## src/sv/tlnf_pkg.sv

```systemverilog
// Shared types and character constants for the text line numbering filter.
package tlnf_pkg;

    // Configuration register indexes
    localparam logic [2:0] REG_NUMBER_ALL       = 3'd0;
    localparam logic [2:0] REG_NUMBER_NONBLANK  = 3'd1;
    localparam logic [2:0] REG_SQUEEZE_BLANK    = 3'd2;
    localparam logic [2:0] REG_SHOW_ENDS        = 3'd3;
    localparam logic [2:0] REG_SHOW_TABS        = 3'd4;
    localparam logic [2:0] REG_SHOW_NONPRINTING = 3'd5;

    // Character codes
    localparam logic [7:0] CH_TAB      = 8'h09;
    localparam logic [7:0] CH_LF       = 8'h0A;
    localparam logic [7:0] CH_SPACE    = 8'h20;
    localparam logic [7:0] CH_DOLLAR   = 8'h24;
    localparam logic [7:0] CH_ZERO     = 8'h30;
    localparam logic [7:0] CH_QMARK    = 8'h3F;
    localparam logic [7:0] CH_I        = 8'h49;
    localparam logic [7:0] CH_CARET    = 8'h5E;
    localparam logic [7:0] CH_DEL      = 8'h7F;
    localparam logic [7:0] CTRL_MAX    = 8'd31;
    localparam logic [7:0] CARET_SHIFT = 8'd64;

    // Saturation point of the blank line run count
    localparam logic [1:0] BLANK_RUN_MAX = 2'd2;

    typedef struct packed {
        logic number_all;
        logic number_nonblank;
        logic squeeze_blank;
        logic show_ends;
        logic show_tabs;
        logic show_nonprinting;
    } cfg_t;

    // One classified byte as handed from front to back
    typedef struct packed {
        logic       num_en;
        logic       pre_en;
        logic [7:0] pre_byte;
        logic [7:0] main_byte;
    } cmd_t;

    // Front status seen at the top level
    typedef struct packed {
        logic line_start;
        logic push;
    } fr_stat_t;

endpackage

```

## src/sv/tlnf_front.sv

```systemverilog
// Front end: accepts input bytes, tracks line state and line number, classifies bytes.
module tlnf_front
    import tlnf_pkg::*;
#(
    parameter int NUMBER_DIGITS = 6
)
(
    input  logic                       clk,
    input  logic                       rst_n,
    input  cfg_t                       cfg,
    input  logic                       s_tvalid,
    output logic                       s_tready,
    input  logic [7:0]                 s_tdata,    // [7:0] in_byte
    input  logic                       full,
    output cmd_t                       wr_cmd,
    output logic [4*NUMBER_DIGITS-1:0] wr_digits,
    output fr_stat_t                   stat
);

    localparam int DW = 4 * NUMBER_DIGITS;
    localparam logic [DW-1:0] DIGITS_ONE = DW'(1) << (4 * (NUMBER_DIGITS - 1));

    logic          line_start_reg;
    logic [1:0]    blank_cnt_reg;
    logic [1:0]    blank_cnt_next;
    logic [DW-1:0] digits_reg;
    logic [DW-1:0] digits_next;
    logic          nl;
    logic          is_tab;
    logic          blank;
    logic          drop;
    logic          accept;
    logic          count_en;

    assign nl       = (s_tdata == CH_LF);
    assign is_tab   = (s_tdata == CH_TAB);
    assign blank    = line_start_reg && nl;
    assign s_tready = !full;
    assign accept   = s_tvalid && s_tready;

    // Blank run count as it stands after this byte
    always_comb
    begin
        blank_cnt_next = blank_cnt_reg;
        if (line_start_reg)
        begin
            if (nl)
                blank_cnt_next = (blank_cnt_reg == BLANK_RUN_MAX) ? BLANK_RUN_MAX
                                                                 : blank_cnt_reg + 2'd1;
            else
                blank_cnt_next = 2'd0;
        end
    end

    assign drop     = line_start_reg && cfg.squeeze_blank && (blank_cnt_next > 2'd1);
    assign count_en = line_start_reg && !drop && (!blank || !cfg.number_nonblank);

    // Classify the byte into an optional number, an optional prefix and a main byte
    always_comb
    begin
        wr_cmd.num_en    = line_start_reg &&
                           ((cfg.number_all && !cfg.number_nonblank) ||
                            (cfg.number_nonblank && !blank));
        wr_cmd.pre_en    = 1'b0;
        wr_cmd.pre_byte  = CH_CARET;
        wr_cmd.main_byte = s_tdata;
        if (cfg.show_tabs && is_tab)
        begin
            wr_cmd.pre_en    = 1'b1;
            wr_cmd.main_byte = CH_I;
        end
        else if (cfg.show_ends && nl && !(cfg.number_nonblank && blank))
        begin
            wr_cmd.pre_en   = 1'b1;
            wr_cmd.pre_byte = CH_DOLLAR;
        end
        else if (cfg.show_nonprinting && !nl && !is_tab)
        begin
            if (s_tdata != 8'd0 && s_tdata <= CTRL_MAX)
            begin
                wr_cmd.pre_en    = 1'b1;
                wr_cmd.main_byte = s_tdata + CARET_SHIFT;
            end
            else if (s_tdata == CH_DEL)
            begin
                wr_cmd.pre_en    = 1'b1;
                wr_cmd.main_byte = CH_QMARK;
            end
        end
    end

    // Decimal increment of the line number, holding at all nines
    always_comb
    begin
        logic       carry;
        logic       all_nine;
        logic [3:0] d;
        carry       = 1'b1;
        all_nine    = 1'b1;
        digits_next = digits_reg;
        for (int i = NUMBER_DIGITS - 1; i >= 0; i--)
        begin
            d        = digits_reg[4*i +: 4];
            all_nine = all_nine && (d == 4'd9);
            if (carry)
            begin
                if (d == 4'd9)
                    digits_next[4*i +: 4] = 4'd0;
                else
                begin
                    digits_next[4*i +: 4] = d + 4'd1;
                    carry = 1'b0;
                end
            end
        end
        if (all_nine)
            digits_next = digits_reg;
    end

    assign wr_digits       = digits_reg;
    assign stat.push       = accept && !drop;
    assign stat.line_start = line_start_reg;

    // Advance line state on each accepted byte
    always_ff @(posedge clk or negedge rst_n)
    begin
        if (!rst_n)
        begin
            line_start_reg <= 1'b1;
            blank_cnt_reg  <= 2'd0;
            digits_reg     <= DIGITS_ONE;
        end
        else if (accept)
        begin
            line_start_reg <= nl;
            blank_cnt_reg  <= blank_cnt_next;
            if (count_en)
                digits_reg <= digits_next;
        end
    end

endmodule

```

## src/sv/tlnf_fifo.sv

```systemverilog
// Short queue between the front end and the back end.
module tlnf_fifo #(
    parameter int WIDTH = 42,
    parameter int DEPTH = 4
)
(
    input  logic             clk,
    input  logic             rst_n,
    input  logic             push,
    input  logic [WIDTH-1:0] wr_data,
    output logic             full,
    input  logic             pop,
    output logic             rd_valid,
    output logic [WIDTH-1:0] rd_data
);

    localparam int AW = (DEPTH > 1) ? $clog2(DEPTH) : 1;
    localparam int CW = $clog2(DEPTH + 1);

    logic [WIDTH-1:0] entry_reg [DEPTH];
    logic [AW-1:0]    wr_ptr_reg;
    logic [AW-1:0]    rd_ptr_reg;
    logic [CW-1:0]    count_reg;
    logic             do_push;
    logic             do_pop;

    assign full     = (count_reg == CW'(DEPTH));
    assign rd_valid = (count_reg != '0);
    assign rd_data  = entry_reg[rd_ptr_reg];
    assign do_push  = push && !full;
    assign do_pop   = pop && rd_valid;

    // Store entries
    always_ff @(posedge clk)
    begin
        if (do_push)
            entry_reg[wr_ptr_reg] <= wr_data;
    end

    // Advance pointers and count
    always_ff @(posedge clk or negedge rst_n)
    begin
        if (!rst_n)
        begin
            wr_ptr_reg <= '0;
            rd_ptr_reg <= '0;
            count_reg  <= '0;
        end
        else
        begin
            if (do_push)
                wr_ptr_reg <= (wr_ptr_reg == AW'(DEPTH - 1)) ? '0 : wr_ptr_reg + AW'(1);
            if (do_pop)
                rd_ptr_reg <= (rd_ptr_reg == AW'(DEPTH - 1)) ? '0 : rd_ptr_reg + AW'(1);
            if (do_push && !do_pop)
                count_reg <= count_reg + CW'(1);
            else if (do_pop && !do_push)
                count_reg <= count_reg - CW'(1);
        end
    end

endmodule

```

## src/sv/tlnf_back.sv

```systemverilog
// Back end: expands each classified byte into output bytes, one per cycle when not stalled.
module tlnf_back
    import tlnf_pkg::*;
#(
    parameter int NUMBER_DIGITS = 6
)
(
    input  logic                       clk,
    input  logic                       rst_n,
    input  logic                       rd_valid,
    input  cmd_t                       rd_cmd,
    input  logic [4*NUMBER_DIGITS-1:0] rd_digits,
    output logic                       pop,
    output logic                       m_tvalid,
    input  logic                       m_tready,
    output logic [7:0]                 m_tdata,    // [7:0] out_byte
    output logic                       m_tlast     // last_of_run
);

    localparam int DW = 4 * NUMBER_DIGITS;
    localparam int PW = $clog2(NUMBER_DIGITS + 3);
    localparam logic [PW-1:0] POS_LAST_DIGIT = PW'(NUMBER_DIGITS - 1);
    localparam logic [PW-1:0] POS_TAB        = PW'(NUMBER_DIGITS);
    localparam logic [PW-1:0] POS_PRE        = PW'(NUMBER_DIGITS + 1);
    localparam logic [PW-1:0] POS_MAIN       = PW'(NUMBER_DIGITS + 2);

    cmd_t          cur_reg;
    logic [DW-1:0] digits_reg;
    logic [PW-1:0] pos_reg;
    logic [PW-1:0] pos_next;
    logic [PW-1:0] pos_start;
    logic          cur_valid_reg;
    logic          lead_reg;
    logic          out_valid_reg;
    logic [7:0]    out_byte_reg;
    logic          out_last_reg;
    logic          adv;
    logic          at_main;
    logic [3:0]    digit;
    logic          digit_zero;
    logic [7:0]    byte_now;

    assign adv        = cur_valid_reg && (!out_valid_reg || m_tready);
    assign at_main    = (pos_reg == POS_MAIN);
    assign pop        = rd_valid && (!cur_valid_reg || (adv && at_main));
    assign digit      = digits_reg[3:0];
    assign digit_zero = (digit == 4'd0);

    // Pick the byte at the current position
    always_comb
    begin
        if (at_main)
            byte_now = cur_reg.main_byte;
        else if (pos_reg == POS_PRE)
            byte_now = cur_reg.pre_byte;
        else if (pos_reg == POS_TAB)
            byte_now = CH_TAB;
        else if (lead_reg && digit_zero && pos_reg != POS_LAST_DIGIT)
            byte_now = CH_SPACE;
        else
            byte_now = CH_ZERO + {4'd0, digit};
    end

    // Step to the next position, skipping an absent prefix
    always_comb
    begin
        if (pos_reg == POS_TAB)
            pos_next = cur_reg.pre_en ? POS_PRE : POS_MAIN;
        else
            pos_next = pos_reg + PW'(1);
    end

    always_comb
    begin
        if (rd_cmd.num_en)
            pos_start = '0;
        else if (rd_cmd.pre_en)
            pos_start = POS_PRE;
        else
            pos_start = POS_MAIN;
    end

    // Load the current entry and walk through its bytes
    always_ff @(posedge clk or negedge rst_n)
    begin
        if (!rst_n)
        begin
            cur_valid_reg <= 1'b0;
        end
        else if (pop)
        begin
            cur_valid_reg <= 1'b1;
        end
        else if (adv && at_main)
        begin
            cur_valid_reg <= 1'b0;
        end
    end

    always_ff @(posedge clk)
    begin
        if (pop)
        begin
            cur_reg    <= rd_cmd;
            digits_reg <= rd_digits;
            pos_reg    <= pos_start;
            lead_reg   <= 1'b1;
        end
        else if (adv)
        begin
            pos_reg    <= pos_next;
            digits_reg <= digits_reg >> 4;
            lead_reg   <= lead_reg && digit_zero;
        end
    end

    // Output register: hold while stalled, refill when taken
    always_ff @(posedge clk or negedge rst_n)
    begin
        if (!rst_n)
        begin
            out_valid_reg <= 1'b0;
        end
        else if (adv)
        begin
            out_valid_reg <= 1'b1;
        end
        else if (m_tready)
        begin
            out_valid_reg <= 1'b0;
        end
    end

    always_ff @(posedge clk)
    begin
        if (adv)
        begin
            out_byte_reg <= byte_now;
            out_last_reg <= at_main;
        end
    end

    assign m_tvalid = out_valid_reg;
    assign m_tdata  = out_byte_reg;
    assign m_tlast  = out_last_reg;

endmodule

```

## src/sv/text_line_numbering_filter.sv

```systemverilog
// Top level of the text line numbering filter with its configuration registers.
//
// Input stream (s_tvalid/s_tready/s_tdata) carries one raw text byte per transfer.
// Output stream (m_tvalid/m_tready/m_tdata/m_tlast) carries formatted bytes; m_tlast
// marks the final byte caused by one input byte. A squeezed blank line gives no output.
// Each input byte expands into 1 to NUMBER_DIGITS+3 output bytes: an optional line
// number and tab, an optional prefix ('$' or '^'), and the byte itself.
// The back end sends one output byte per cycle while the receiver does not stall it.
// The front end takes a byte every cycle while the 4-entry queue has room, so
// expansion bursts are absorbed there before the input stalls.
// An input byte is held in the queue, then in the back end's current entry, then in the output register.
// When the receiver stalls, the output register holds its byte, the back end and
// then the queue fill, and s_tready drops once the queue is full.
// Reset clears the options, puts the block at the start of a line, sets the line
// number to 1 and empties the queue. Options sit at APB byte address 4*index;
// the user sets them only while the block is idle; the block does not enforce it.
module text_line_numbering_filter
    import tlnf_pkg::*;
#(
    parameter int NUMBER_DIGITS = 6
)
(
    input  logic        clk,
    input  logic        rst_n,
    input  logic        s_tvalid,
    output logic        s_tready,
    input  logic [7:0]  s_tdata,    // [7:0] in_byte
    output logic        m_tvalid,
    input  logic        m_tready,
    output logic [7:0]  m_tdata,    // [7:0] out_byte
    output logic        m_tlast,    // last_of_run
    input  logic        psel,
    input  logic        penable,
    input  logic        pwrite,
    input  logic [4:0]  paddr,
    input  logic [31:0] pwdata,
    output logic [31:0] prdata,
    output logic        pready
);

    localparam int DW    = 4 * NUMBER_DIGITS;
    localparam int CMDW  = $bits(cmd_t);
    localparam int WIDTH = CMDW + DW;
    localparam int DEPTH = 4;

    cfg_t             cfg_reg;
    logic             reg_bit;
    logic             full;
    logic             pop;
    logic             rd_valid;
    cmd_t             wr_cmd;
    logic [DW-1:0]    wr_digits;
    logic [WIDTH-1:0] rd_data;
    fr_stat_t         fr_stat;

    assign pready = 1'b1;

    // Write option registers on the access phase
    always_ff @(posedge clk or negedge rst_n)
    begin
        if (!rst_n)
        begin
            cfg_reg <= '0;
        end
        else if (psel && penable && pwrite && pready)
        begin
            unique case (paddr[4:2])
                REG_NUMBER_ALL:       cfg_reg.number_all       <= pwdata[0];
                REG_NUMBER_NONBLANK:  cfg_reg.number_nonblank  <= pwdata[0];
                REG_SQUEEZE_BLANK:    cfg_reg.squeeze_blank    <= pwdata[0];
                REG_SHOW_ENDS:        cfg_reg.show_ends        <= pwdata[0];
                REG_SHOW_TABS:        cfg_reg.show_tabs        <= pwdata[0];
                REG_SHOW_NONPRINTING: cfg_reg.show_nonprinting <= pwdata[0];
                default: ;
            endcase
        end
    end

    // Read back option registers
    always_comb
    begin
        unique case (paddr[4:2])
            REG_NUMBER_ALL:       reg_bit = cfg_reg.number_all;
            REG_NUMBER_NONBLANK:  reg_bit = cfg_reg.number_nonblank;
            REG_SQUEEZE_BLANK:    reg_bit = cfg_reg.squeeze_blank;
            REG_SHOW_ENDS:        reg_bit = cfg_reg.show_ends;
            REG_SHOW_TABS:        reg_bit = cfg_reg.show_tabs;
            REG_SHOW_NONPRINTING: reg_bit = cfg_reg.show_nonprinting;
            default:              reg_bit = 1'b0;
        endcase
    end

    assign prdata = {31'd0, reg_bit};

    tlnf_front #(
        .NUMBER_DIGITS (NUMBER_DIGITS)
    ) u_front (
        .clk       (clk),
        .rst_n     (rst_n),
        .cfg       (cfg_reg),
        .s_tvalid  (s_tvalid),
        .s_tready  (s_tready),
        .s_tdata   (s_tdata),
        .full      (full),
        .wr_cmd    (wr_cmd),
        .wr_digits (wr_digits),
        .stat      (fr_stat)
    );

    tlnf_fifo #(
        .WIDTH (WIDTH),
        .DEPTH (DEPTH)
    ) u_fifo (
        .clk      (clk),
        .rst_n    (rst_n),
        .push     (fr_stat.push),
        .wr_data  ({wr_cmd, wr_digits}),
        .full     (full),
        .pop      (pop),
        .rd_valid (rd_valid),
        .rd_data  (rd_data)
    );

    tlnf_back #(
        .NUMBER_DIGITS (NUMBER_DIGITS)
    ) u_back (
        .clk       (clk),
        .rst_n     (rst_n),
        .rd_valid  (rd_valid),
        .rd_cmd    (cmd_t'(rd_data[WIDTH-1 -: CMDW])),
        .rd_digits (rd_data[DW-1:0]),
        .pop       (pop),
        .m_tvalid  (m_tvalid),
        .m_tready  (m_tready),
        .m_tdata   (m_tdata),
        .m_tlast   (m_tlast)
    );

    // The front never pushes into a full queue
    a_no_overflow: assert property (@(posedge clk) disable iff (!rst_n)
        fr_stat.push |-> !full)
        else $error("queue written while full");

    // Only a byte at the start of a line can be dropped
    a_drop_at_line_start: assert property (@(posedge clk) disable iff (!rst_n)
        (s_tvalid && s_tready && !fr_stat.line_start) |-> fr_stat.push)
        else $error("mid-line byte dropped");

    // A line number is requested only at the start of a line
    a_number_at_line_start: assert property (@(posedge clk) disable iff (!rst_n)
        (fr_stat.push && !fr_stat.line_start) |-> !wr_cmd.num_en)
        else $error("line number requested mid-line");

    // The queue never offers data to the back end after reset without a push
    a_empty_after_reset: assert property (@(posedge clk) disable iff (!rst_n)
        ($rose(rd_valid)) |-> $past(fr_stat.push))
        else $error("queue became valid without a push");

endmodule

```

## config.mk

```make
export PLATFORM = sky130hd
export DESIGN_NAME = text_line_numbering_filter
export DESIGN_NICKNAME = d
export VERILOG_FILES = /design/src/sv/tlnf_pkg.sv /design/src/sv/tlnf_front.sv /design/src/sv/tlnf_fifo.sv /design/src/sv/tlnf_back.sv /design/src/sv/text_line_numbering_filter.sv
export SDC_FILE = /design/constraint.sdc
export NUM_CORES = 1
export LEC_CHECK = 0
export ABC_AREA = 1
export BUFFER_PORTS_ARGS = -buffer_cell sky130_fd_sc_hd__buf_2
export CORE_MARGIN = 3
export CORE_UTILIZATION = 40
export CTS_CLUSTER_DIAMETER = 30
export DETAILED_ROUTE_END_ITERATION = 8
export GPL_ROUTABILITY_DRIVEN = 0
export PLACE_DENSITY = 0.65
export RECOVER_POWER = 50
export REMOVE_ABC_BUFFERS = 1
export SKIP_LAST_GASP = 1
export SLEW_MARGIN = 20
export SYNTH_ARGS = -nofsm -noshare
export SYNTH_HDL_FRONTEND = slang
export SYNTH_SLANG_ARGS = --single-unit
```

## constraint.sdc

```tcl
create_clock -name clk -period 6 [get_ports clk]
set_clock_uncertainty 0.05 [all_clocks]
set_input_delay 0.9 -clock clk [delete_from_list [all_inputs] [get_ports clk]]
set_output_delay 0.9 -clock clk [all_outputs]
set_load 0.1 [all_outputs]
```

Yosys cells after proc, flatten, opt, wreduce, memory -nomap -nowiden
Memories as Yosys holds them, arrays and structs flattened. Index checks and enable logic that the tools add are counted.

Register bits after elaboration: 97. Memory bits (writable): 168. Input port bits: 52. Memories: 1.

Memories: u_fifo.entry_reg (depth 4, bits a word 42, rd ports 1, clocked after memory_dff 0, wr ports 1, RTL line tlnf_fifo.sv:20) `logic [WIDTH-1:0] entry_reg [DEPTH];`.

$add $sub $neg: 14. $lt $le $gt $ge: 2. Eq/ne operators: 22. Muxes and demuxes: 53. Bitwise gates (word level): 1. Reductions and logical operators: 68.

Operators by type and width (count): 2-to-1 mux 8 bit (10); 2-to-1 mux 24 bit (2); 2-to-1 mux 4 bit (12); logical AND 1 bit (33); adder 4 x 1 -> 4 bit, second input constant (7); equality test 4 bit, second input constant (7); 2-to-1 mux 1 bit (20); AND reduction 4 bit (5); equality test 8 x 4 -> 1 bit, second input constant (2); AND reduction 2 bit (6); zero test 1 bit (11); 2-to-1 mux 2 bit (5); equality test 3 bit, second input constant (3); adder 8 x 7 -> 8 bit, second input constant (1); equality test 4 x 3 -> 1 bit, second input constant (2); equality test 8 x 7 -> 1 bit, second input constant (1); less-or-equal comparator 8 x 5 -> 1 bit, second input constant (1); nonzero test 2 bit (4); nonzero test 8 bit (1); adder 6 x 4 -> 7 bit, first input constant (1); 2-to-1 mux 7 bit (1); adder 2 x 1 -> 2 bit, second input constant (3); equality test 2 bit, second input constant (3); equality test 3 x 2 -> 1 bit, second input constant (2); 13 further kinds (17).

Logic depth before layout (Yosys ltp)
Gate-level depths: netlist of run 1.

Word-level depth: 13. Mapped depth: 14.

By module
A second synthesis of run 1 with hierarchy kept.

Cells, all modules: 1144. Area, all modules: 12318.1 sq um.

By module, submodules not included: tlnf_fifo (times used 1, cells each 550, area an instance 7245.7 sq um); tlnf_back (times used 1, cells each 219, area an instance 2492.4 sq um); tlnf_front (times used 1, cells each 291, area an instance 1983.2 sq um); text_line_numbering_filter (times used 1, cells each 84, area an instance 596.8 sq um).

Least setup slack after synthesis of run 1
No wires, ideal clock.

Path kind: input to register. Start: input port s_tdata[6]. End: memory u_fifo.entry_reg[0][0] (enable). Setup time: 0.429 ns. Arrival time: 3.118 ns. Required time: 5.521 ns. Path slack: 2.403 ns. Stages: 7. Buffers on the path: 0. Path through: inv_1 > ha_1 > nand3_1 > nor2_4 > nand4_2 > nand2_1 > nor2_1.

Word-level cells in the longest chain between the ends: 10.

Ends and longest elaborated chain: start, declared (RTL line text_line_numbering_filter.sv:27) `input logic [7:0] s_tdata,`; equality test 8 x 4 -> 1 bit (RTL line tlnf_front.sv:35) `assign nl = (s_tdata == CH_LF);`; 2-to-1 mux 2 bit (RTL line tlnf_front.sv:47) `if (nl)`; 2-to-1 mux 2 bit (RTL line tlnf_front.sv:45) `if (line_start_reg)`; > comparator 2 x 1 -> 1 bit (RTL line tlnf_front.sv:55) `assign drop = line_start_reg && cfg.squeeze_blank && (blank_cnt_next > 2'd1);`; logical AND 1 bit (RTL line tlnf_front.sv:55); zero test 1 bit (RTL line tlnf_front.sv:121) `assign stat.push = accept && !drop;`; logical AND 1 bit (RTL line tlnf_front.sv:121); logical AND 1 bit (RTL line tlnf_fifo.sv:30) `assign do_push = push && !full;`; 2-to-1 mux 1 bit (RTL line tlnf_fifo.sv:36) `if (do_push)`; 2-to-1 mux 1 bit (not written as such) (RTL line tlnf_fifo.sv:37) `entry_reg[wr_ptr_reg] <= wr_data;`; end, declared (RTL line tlnf_fifo.sv:20).

No other way between the ends.

Worst setup path in the final report of run 1
Start: register u_fifo.rd_ptr_reg[1]. End: register u_back.pos_reg[0], data pin.

Word-level cells in the longest chain between the ends: 4.

Ends and longest elaborated chain: start, declared (RTL line tlnf_fifo.sv:22) `logic [AW-1:0] rd_ptr_reg;`; start signal, assigned (RTL line tlnf_fifo.sv:54) `rd_ptr_reg <= (rd_ptr_reg == AW'(DEPTH - 1)) ? '0 : rd_ptr_reg + AW'(1);`; memory (4 x 42 bit); named net rd_data[40] (RTL line text_line_numbering_filter.sv:53) `logic [WIDTH-1:0] rd_data;`; 2-to-1 mux 4 bit (RTL line tlnf_back.sv:77) `else if (rd_cmd.pre_en)`; 2-to-1 mux 4 bit (RTL line tlnf_back.sv:75) `if (rd_cmd.num_en)`; 2-to-1 mux 4 bit (RTL line tlnf_back.sv:102) `if (pop)`; end signal, assigned (RTL line tlnf_back.sv:106) `pos_reg <= pos_start;`; end signal, assigned (RTL line tlnf_back.sv:111) `pos_reg <= pos_next;`; end, declared (RTL line tlnf_back.sv:29) `logic [PW-1:0] pos_reg;`.

The timed path passes the listed nets, and every way through them passes these cells. A chain may end at the register's enable or synchronous reset.

==> metrics.md, run 1 <==
| Metric | Value |
|---|---|
| Most common cell after layout, fill and taps aside | sky130_fd_sc_hd__edfxtp_1 |
| Fraction of final layout cells with drive strength greater than 1 | 12.0% |
| Total number of vias | 6,778 |
| RSZ-0062 raised after global routing | no |
| Total design power | around 6 mW |
| Inserted Clock Buffers | 40 |
| Rel. slew slack | -72.8% |
| Summed instance area of the synthesized netlist | between 10,000 and 15,000 sq um |
| Width of the chip | between 150 and 200 microns |
| Pwr per Cell Area | 499 nW/um^2 |
| Mean instance size in the synthesized netlist | 10.9 sq um |
| Clock root buffer | sky130_fd_sc_hd__clkbuf_16 |
| Placed Cells incl. Taps | 1,289 |
| Failing checks | max-capacitance violations, max-slew violations |
| Wire length of the first global-routing pass | 33,400 microns |
| Flip-flop count of the largest register after layout | 144 |
| Clock-pin slew reported for the worst setup and hold paths after clock tree synthesis | 50 ps |
| Share of flip-flops with an asynchronous set or reset after synthesis | 17.9% |
| Synthesized flop and latch total | 235 |
| Number of instances in the synthesized netlist | 959 |
| Initial antenna violation count | 0 |
| Setup TNS Final | 0 ps |
| Outcome | complete, but fails checks |
| Max-slew violation count | 120 |
| Largest net degree at the start of global routing | 75 |
| Final critical-path required period | 3910 ps |
| Die area | between 20,000 and 30,000 sq um |
| Critical path data arrival time | 4240 ps |
| Layout Cells excl Fill | 1,363 |
| Deepest clock path buffer count | 3 |
| H-tree depth | 2 |
| Number of design rule violations left after detail routing | 0 |
| Via count of the first global-routing pass | 6,609 |
| CTS tree | built |
| Number of cell rows | 58 |
| Area growth from synthesis to layout | 16.1% |
| Sort of element at the end of the critical path | flip-flop |
| Max capacitance violation total | 3 |
| Number of distinct library cells after synthesis | between 40 and 50 |
| Global-route usage over all layers | approximately 15% |
| Count of port buffers added during placement | 30 |
| Post-route fraction of the period consumed by the critical path | 65.1% |
| Final antenna-violating net count | 0 |
| Worst Max-Slew Pin Slew | 2590 ps |
| Nets@finish | 1,068 |
| CTS resizes | 0 |
| Type of element launching the critical path | flip-flop |
| Vertical die dimension | 167 microns |
| Total clock sinks | between 200 and 250 |
| HP Class | flip-flop to flip-flop |
| Final setup vio count | 0 |
| Static leakage power | 4.61 nW |
| Post-Route WL | about 21,000 microns |
| Clock latency of the later-clocked register in the worst-skew pair | 510 ps |
| Detail-routed via count per cell | 4.97 |
| Critical path data required time | approximately 6300 ps |
| Number of buffers added to fix hold violations after cts | 0 |
| IR drop worst, VDD | 0.372 mV |
| Share of synthesized area occupied by flip-flops and latches | around 66% |
| Area inside the core boundary | 25,400 sq um |
| Initial core utilization | between 40% and 50% |
| Placed wire-length estimate after detailed placement | 11,500 microns |
| IO Pins | between 90 and 100 |
| Post-CTS setup buffer count | 0 |
| Final global-route overflow total | 0 |
| Total of warnings raised by yosys | 0 |
| Number of hold violations in the final report | 0 |
| Most frequent cells in the layout | 192 x sky130_fd_sc_hd__edfxtp_1, 189 x sky130_fd_sc_hd__nor2_1, 121 x sky130_fd_sc_hd__nand2_1 |
| Post-synth EDFFs | 192 |
| CP max FO | 38 |
| Critical path start-end classification | flip-flop to flip-flop |
| Max frequency | about 260 MHz |
| Commonest register cell after synthesis | sky130_fd_sc_hd__edfxtp_1 |
| TritonRoute pass-1 iters | 5 |
| Number of diodes added for antenna fixing | 0 |
| Wire length per cell after detailed routing | 15.0 microns |
| Number of violations reported at the end of detailed-routing iteration 0 | 509 |
logic make-up (layout without fill, tap and decap cells):
logic type / Yosys count / in the layout / synth area share, %
AO/OA/AOI/OAI: 166 / 166 / 9.10
adder cells (fa/ha/maj): 15 / 15 / 1.87
AND/OR/NAND/NOR: 389 / 389 / 15.8
flip-flops: 235 / 235 / 65.6
XOR/XNOR: 9 / 9 / 0.756
buffers and inverters: 142 / 186 / 6.67
multiplexers: 1 / 1 / 0.108
other: 2 / 32 / 0.0721
per-layer routing:
| metal | up-vias | wire length, microns | GRT usage [%] |
|---|---|---|---|
| met5 | - | 0 | 0 |
| met3 | 35 | 894 | 2.60 |
| met2 | 160 | 10200 | 25.6 |
| li1 | 3331 | - | - |
| met4 | 0 | 352 | 4.55 |
| met1 | 3252 | 9070 | 18.4 |
report_power, final:
| part | internal, mW | switching [mW] |
|---|---|---|
| combinational | 0.354 | 1.08 |
| clock | 1.51 | 0.779 |
| sequential | 2.15 | 0.161 |
| total | 4.02 | 2.02 |
synth_stat cells, types with 7 or more instances:
| master | n | area share [%] |
|---|---|---|
| sky130_fd_sc_hd__nor2_1 | 191 | 6.9 |
| sky130_fd_sc_hd__dfrtp_1 | 40 | 9.6 |
| sky130_fd_sc_hd__a31oi_1 | 18 | 1.1 |
| sky130_fd_sc_hd__inv_1 | 62 | 2.2 |
| sky130_fd_sc_hd__nand3_1 | 40 | 1.9 |
| sky130_fd_sc_hd__o21ai_0 | 96 | 4.6 |
| sky130_fd_sc_hd__a21oi_1 | 12 | 0.58 |
| sky130_fd_sc_hd__nor3_1 | 8 | 0.38 |
| sky130_fd_sc_hd__clkbuf_1 | 19 | 0.68 |
| sky130_fd_sc_hd__ha_1 | 14 | 1.7 |
| sky130_fd_sc_hd__edfxtp_1 | 192 | 55 |
| sky130_fd_sc_hd__nand2_1 | 121 | 4.4 |
| sky130_fd_sc_hd__o22ai_1 | 13 | 0.78 |
| sky130_fd_sc_hd__nand4_1 | 9 | 0.54 |
| sky130_fd_sc_hd__buf_2 | 7 | 0.34 |
| sky130_fd_sc_hd__o21ai_1 | 9 | 0.43 |
| sky130_fd_sc_hd__inv_2 | 9 | 0.32 |
| sky130_fd_sc_hd__buf_4 | 35 | 2.5 |
final timing paths:
kind,from,to,cells after the start,slack (ps)
hold / removal,u_back.lead_reg,u_back.lead_reg,2,420
min in group asynchronous,rst_n,u_fifo.rd_ptr_reg[1],2,1240
setup reg to reg,u_fifo.rd_ptr_reg[1],u_back.pos_reg[0],6,2090
hold reg to reg,u_back.lead_reg,u_back.lead_reg,2,420
setup / recovery,u_fifo.rd_ptr_reg[1],u_back.pos_reg[0],6,2090
max in group asynchronous,rst_n,u_fifo.rd_ptr_reg[0],2,3010
metrics by stage:
step	hold slack, ps	setup slack (ps)	utilization [%]	area (sq um)
floorplan	390	1810	-	10100
global placement	403	2530	42.4	10800
detailed placement	404	2480	42.4	10800
CTS	413	2900	47.9	12200
global route	459	1750	47.7	12100
finish	416	2090	47.7	12100
critical path: stages, from the launching register on:
cell and delay (ps):
sky130_fd_sc_hd__dfrtp_1 970, sky130_fd_sc_hd__clkinv_1 150, sky130_fd_sc_hd__clkbuf_1 1550, sky130_fd_sc_hd__o21ai_0 300, sky130_fd_sc_hd__o22ai_1 390, sky130_fd_sc_hd__nand4_1 210
sky130_fd_sc_hd__nand2_1 130
final cells by class:
type	count	area, sq um
Clock buffer	45	1070
Clock inverter	29	320
Fill cell	2276	13300
Inverter	73	275
Multi-Input combinational cell	612	2990
Sequential cell	235	6840
Tap cell	330	413
Timing Repair Buffer	39	194
(Power assumes the default switching activity.)
==> run 2: changes to the inputs <==
--- a/config.mk
+++ b/config.mk
@@ -12,7 +12,7 @@
 export CTS_CLUSTER_DIAMETER = 30
 export DETAILED_ROUTE_END_ITERATION = 8
 export GPL_ROUTABILITY_DRIVEN = 0
-export PLACE_DENSITY = 0.65
+export PLACE_DENSITY = 0.68
 export RECOVER_POWER = 50
 export REMOVE_ABC_BUFFERS = 1
 export SKIP_LAST_GASP = 1
==> constraint.sdc (replaced) <==
create_clock -name clk -period 3.25 [get_ports clk]
set_clock_uncertainty 0.05 [all_clocks]
set_input_delay 0.4875 -clock clk [delete_from_list [all_inputs] [get_ports clk]]
set_output_delay 0.4875 -clock clk [all_outputs]
set_load 0.1 [all_outputs]
==> metrics.md, run 2 (synthesis gave the netlist of run 1 again) <==
| Metric | Value |
|---|---|
| Initial antenna violation count | 0 (unchanged) |
| Placed Cells incl. Taps | 1,295 (was 1,289) |
| Clock latency of the later-clocked register in the worst-skew pair | 510 ps (about the same) |
| CTS resizes | 0 (unchanged) |
| Sort of element at the end of the critical path | flip-flop (unchanged) |
| Clock-pin slew reported for the worst setup and hold paths after clock tree synthesis | 50 ps (about the same) |
| Number of violations reported at the end of detailed-routing iteration 0 | 533 (was 509) |
| Die area | 28,000 sq um (unchanged) |
| Combined area of the multi-input logic cells | 2990 sq um (about the same) |
| Max-slew violation count | 75 (was 120) |
| Number of hold violations in the final report | 0 (unchanged) |
| Most common cell after layout, fill and taps aside | sky130_fd_sc_hd__edfxtp_1 (unchanged) |
| Total number of vias | 6,774 (was 6,778) |
| Outcome | complete, but fails checks (unchanged) |
| Wire length of the first global-routing pass | 33,500 microns (was 33,400 microns) |
| Flip-flop count of the largest register after layout | 144 (unchanged) |
| Max stage delay cell, worst path | sky130_fd_sc_hd__edfxtp_1 (was sky130_fd_sc_hd__clkbuf_1) |
| Via count of the first global-routing pass | 6,633 (was 6,609) |
| CTS tree | built (unchanged) |
| Count of port buffers added during placement | 30 (unchanged) |
| Failing checks | max-capacitance violations, max-slew violations (unchanged) |
| TritonRoute pass-1 iters | 4 (was 5) |
| Total design power | 11.0 mW (was 6.04 mW) |
| Largest net degree at the start of global routing | 75 (unchanged) |
| Clock root buffer | sky130_fd_sc_hd__clkbuf_16 (unchanged) |
| Area after detailed placement | 10,900 sq um (was 10,800 sq um) |
| Number of filler cells placed in the layout | 2,219 (was 2,276) |
| Width of the chip | 167 microns (unchanged) |
| Final global-route overflow total | 0 (unchanged) |
| Initial core utilization | 41.0% (unchanged) |
| Layout Cells excl Fill | 1,368 (was 1,363) |
| Placed wire-length estimate after detailed placement | 11,900 microns (was 11,500 microns) |
| Final critical-path required period | 2660 ps (was 3910 ps) |
| Post-Route WL | 20,200 microns (was 20,500 microns) |
| Critical path data arrival time | 3000 ps (was 4240 ps) |
| Nets@finish | 1,075 (was 1,068) |
| Final setup vio count | 0 (unchanged) |
| Footprint of the flip-flops and latches | 6840 sq um (unchanged) |
| Area inside the core boundary | 25,400 sq um (unchanged) |
| Number of diodes added for antenna fixing | 0 (unchanged) |
| Cell-by-cell listing of the critical path | inv_1 > ha_1 > nand3_1 > o21ai_2 > inv_2 > nor2_4 > inv_1 > ha_1 > inv_1 > fa_1 > mux2_2 (was clkinv_1 > clkbuf_1 > o21ai_0 > o22ai_1 > nand4_1 > nand2_1) |
| Critical path data required time | 3590 ps (was 6330 ps) |
| Fin area | 12,100 sq um (about the same) |
| Max capacitance violation total | 1 (was 3) |
| H-tree depth | 2 (unchanged) |
| IO Pins | 96 (unchanged) |
| Global-route usage over all layers | 14.6% (about the same) |
| Number of design rule violations left after detail routing | 0 (unchanged) |
| Wire length per cell after detailed routing | 14.8 microns (was 15.0 microns) |
| Critical path start-end classification | flip-flop to flip-flop (unchanged) |
| Most frequent cells in the layout | 192 x sky130_fd_sc_hd__edfxtp_1, 189 x sky130_fd_sc_hd__nor2_1, 121 x sky130_fd_sc_hd__nand2_1 (unchanged) |
| RSZ-0062 raised after global routing | no (unchanged) |
| Maximum cell stage delay along the critical path | 450 ps (was 1550 ps) |
| Final antenna-violating net count | 0 (unchanged) |
| Minimum setup slack after placement | 473 ps (was 2480 ps) |
| Type of element launching the critical path | flip-flop (unchanged) |
| Worst Slack Setup Final | 592 ps (was 2090 ps) |
| Max frequency | 376 MHz (was 256 MHz) |
| Static leakage power | 4.60 nW (was 4.61 nW) |
| Vertical die dimension | 167 microns (unchanged) |
| Worst Max-Slew Pin Slew | 1590 ps (was 2590 ps) |
| CP max FO | 10 (was 38) |
| Inserted Clock Buffers | 40 (unchanged) |
| Number of cell rows | 58 (unchanged) |
| Total clock sinks | 235 (unchanged) |
| Rel. slew slack | -5.69% (was -72.8%) |
| Most numerous cell on the critical path | sky130_fd_sc_hd__inv_1 |
| Deepest clock path buffer count | 3 (unchanged) |
| Pwr per Cell Area | 905 nW/um^2 (was 499 nW/um^2) |
| Detail-routed via count per cell | 4.95 (was 4.97) |
| Post-route fraction of the period consumed by the critical path | 81.8% (was 65.1%) |
| IR drop worst, VDD | 0.628 mV (was 0.372 mV) |
| HP Class | input port to flip-flop (was flip-flop to flip-flop) |
| Fraction of final layout cells with drive strength greater than 1 | 12.3% (was 12.0%) |
| Area growth from synthesis to layout | 16.5% (was 16.1%) |
==> run 2: cell types whose count changed in the layout (fill, tap and decap cells not counted), moves of 4 or more <==
cell,change
sky130_fd_sc_hd__clkinv_2,-6
sky130_fd_sc_hd__buf_12,+5
sky130_fd_sc_hd__buf_2,-5
sky130_fd_sc_hd__clkbuf_1,+4
sky130_fd_sc_hd__inv_6,+4
sky130_fd_sc_hd__inv_8,+4
==> run 2: worst paths after layout <==
| kind | startpoint | endpoint | slack (ps) | cells after the start |
|---|---|---|---|---|
| max | u_back.pos_reg[0] | u_fifo.count_reg[1] | 590 | 11 |
| min | pwdata[0] | cfg_reg[0] | 180 | 3 |
| max reg2reg | u_back.pos_reg[0] | u_fifo.count_reg[1] | 590 | 11 |
| min reg2reg | u_back.lead_reg | u_back.lead_reg | 420 | 2 |
| max in group asynchronous | rst_n | u_fifo.rd_ptr_reg[0] | 1650 | 2 |
| min in group asynchronous | rst_n | u_front.wr_digits[3] | 710 | 2 |
==> run 2: where the power goes <==
part | leakage [nW] | internal (mW) | switching [mW]
sequential | 2.28 | 3.97 | 0.208
combinational | 1.69 | 0.721 | 2.06
clock | 0.638 | 2.55 | 1.48
==> run 2: timing repair <==
action / in CTS / in global routing
endpoints found under the hold margin: 0 / 19
hold buffers: 0 / 1
setup buffers: 0 / 0
==> run 2: cell type report <==
cell class,instances,share of cell area (%)
Sequential cell,235,56.3
Multi-Input combinational cell,612,24.6
Clock buffer,45,8.66
Tap cell,330,3.40
Timing Repair Buffer,46,2.54
Inverter,73,2.26
Clock inverter,27,2.22
==> run 2: metal layers <==
metal | up-vias | wire length (microns) | GRT usage (%)
li1 | 3345 | - | -
met1 | 3235 | 8790 | 19.2
met2 | 154 | 9820 | 24.3
met3 | 40 | 1130 | 2.86
met4 | 0 | 496 | 5.27
met5 | - | 0 | 0
==> run 2: metrics by stage <==
step | TNS (ps) | util [%] | hold slack, ps
after floorplan | -56660 | - | 142
after global placement | 0 | 42.8 | 406
after detailed placement | 0 | 42.8 | 409
after CTS | 0 | 48.0 | 167
after global routing | 0 | 47.8 | 226
final | 0 | 47.8 | 181
==> run 2: critical path, delay by kind of cell, from the launching register on <==
kind | cells | cell delay, ps
fa+ha+maj | 3 | 740
flops | 1 | 450
buf+inv | 4 | 360
simple gates | 2 | 350
compound gates | 1 | 310
mux | 1 | 260
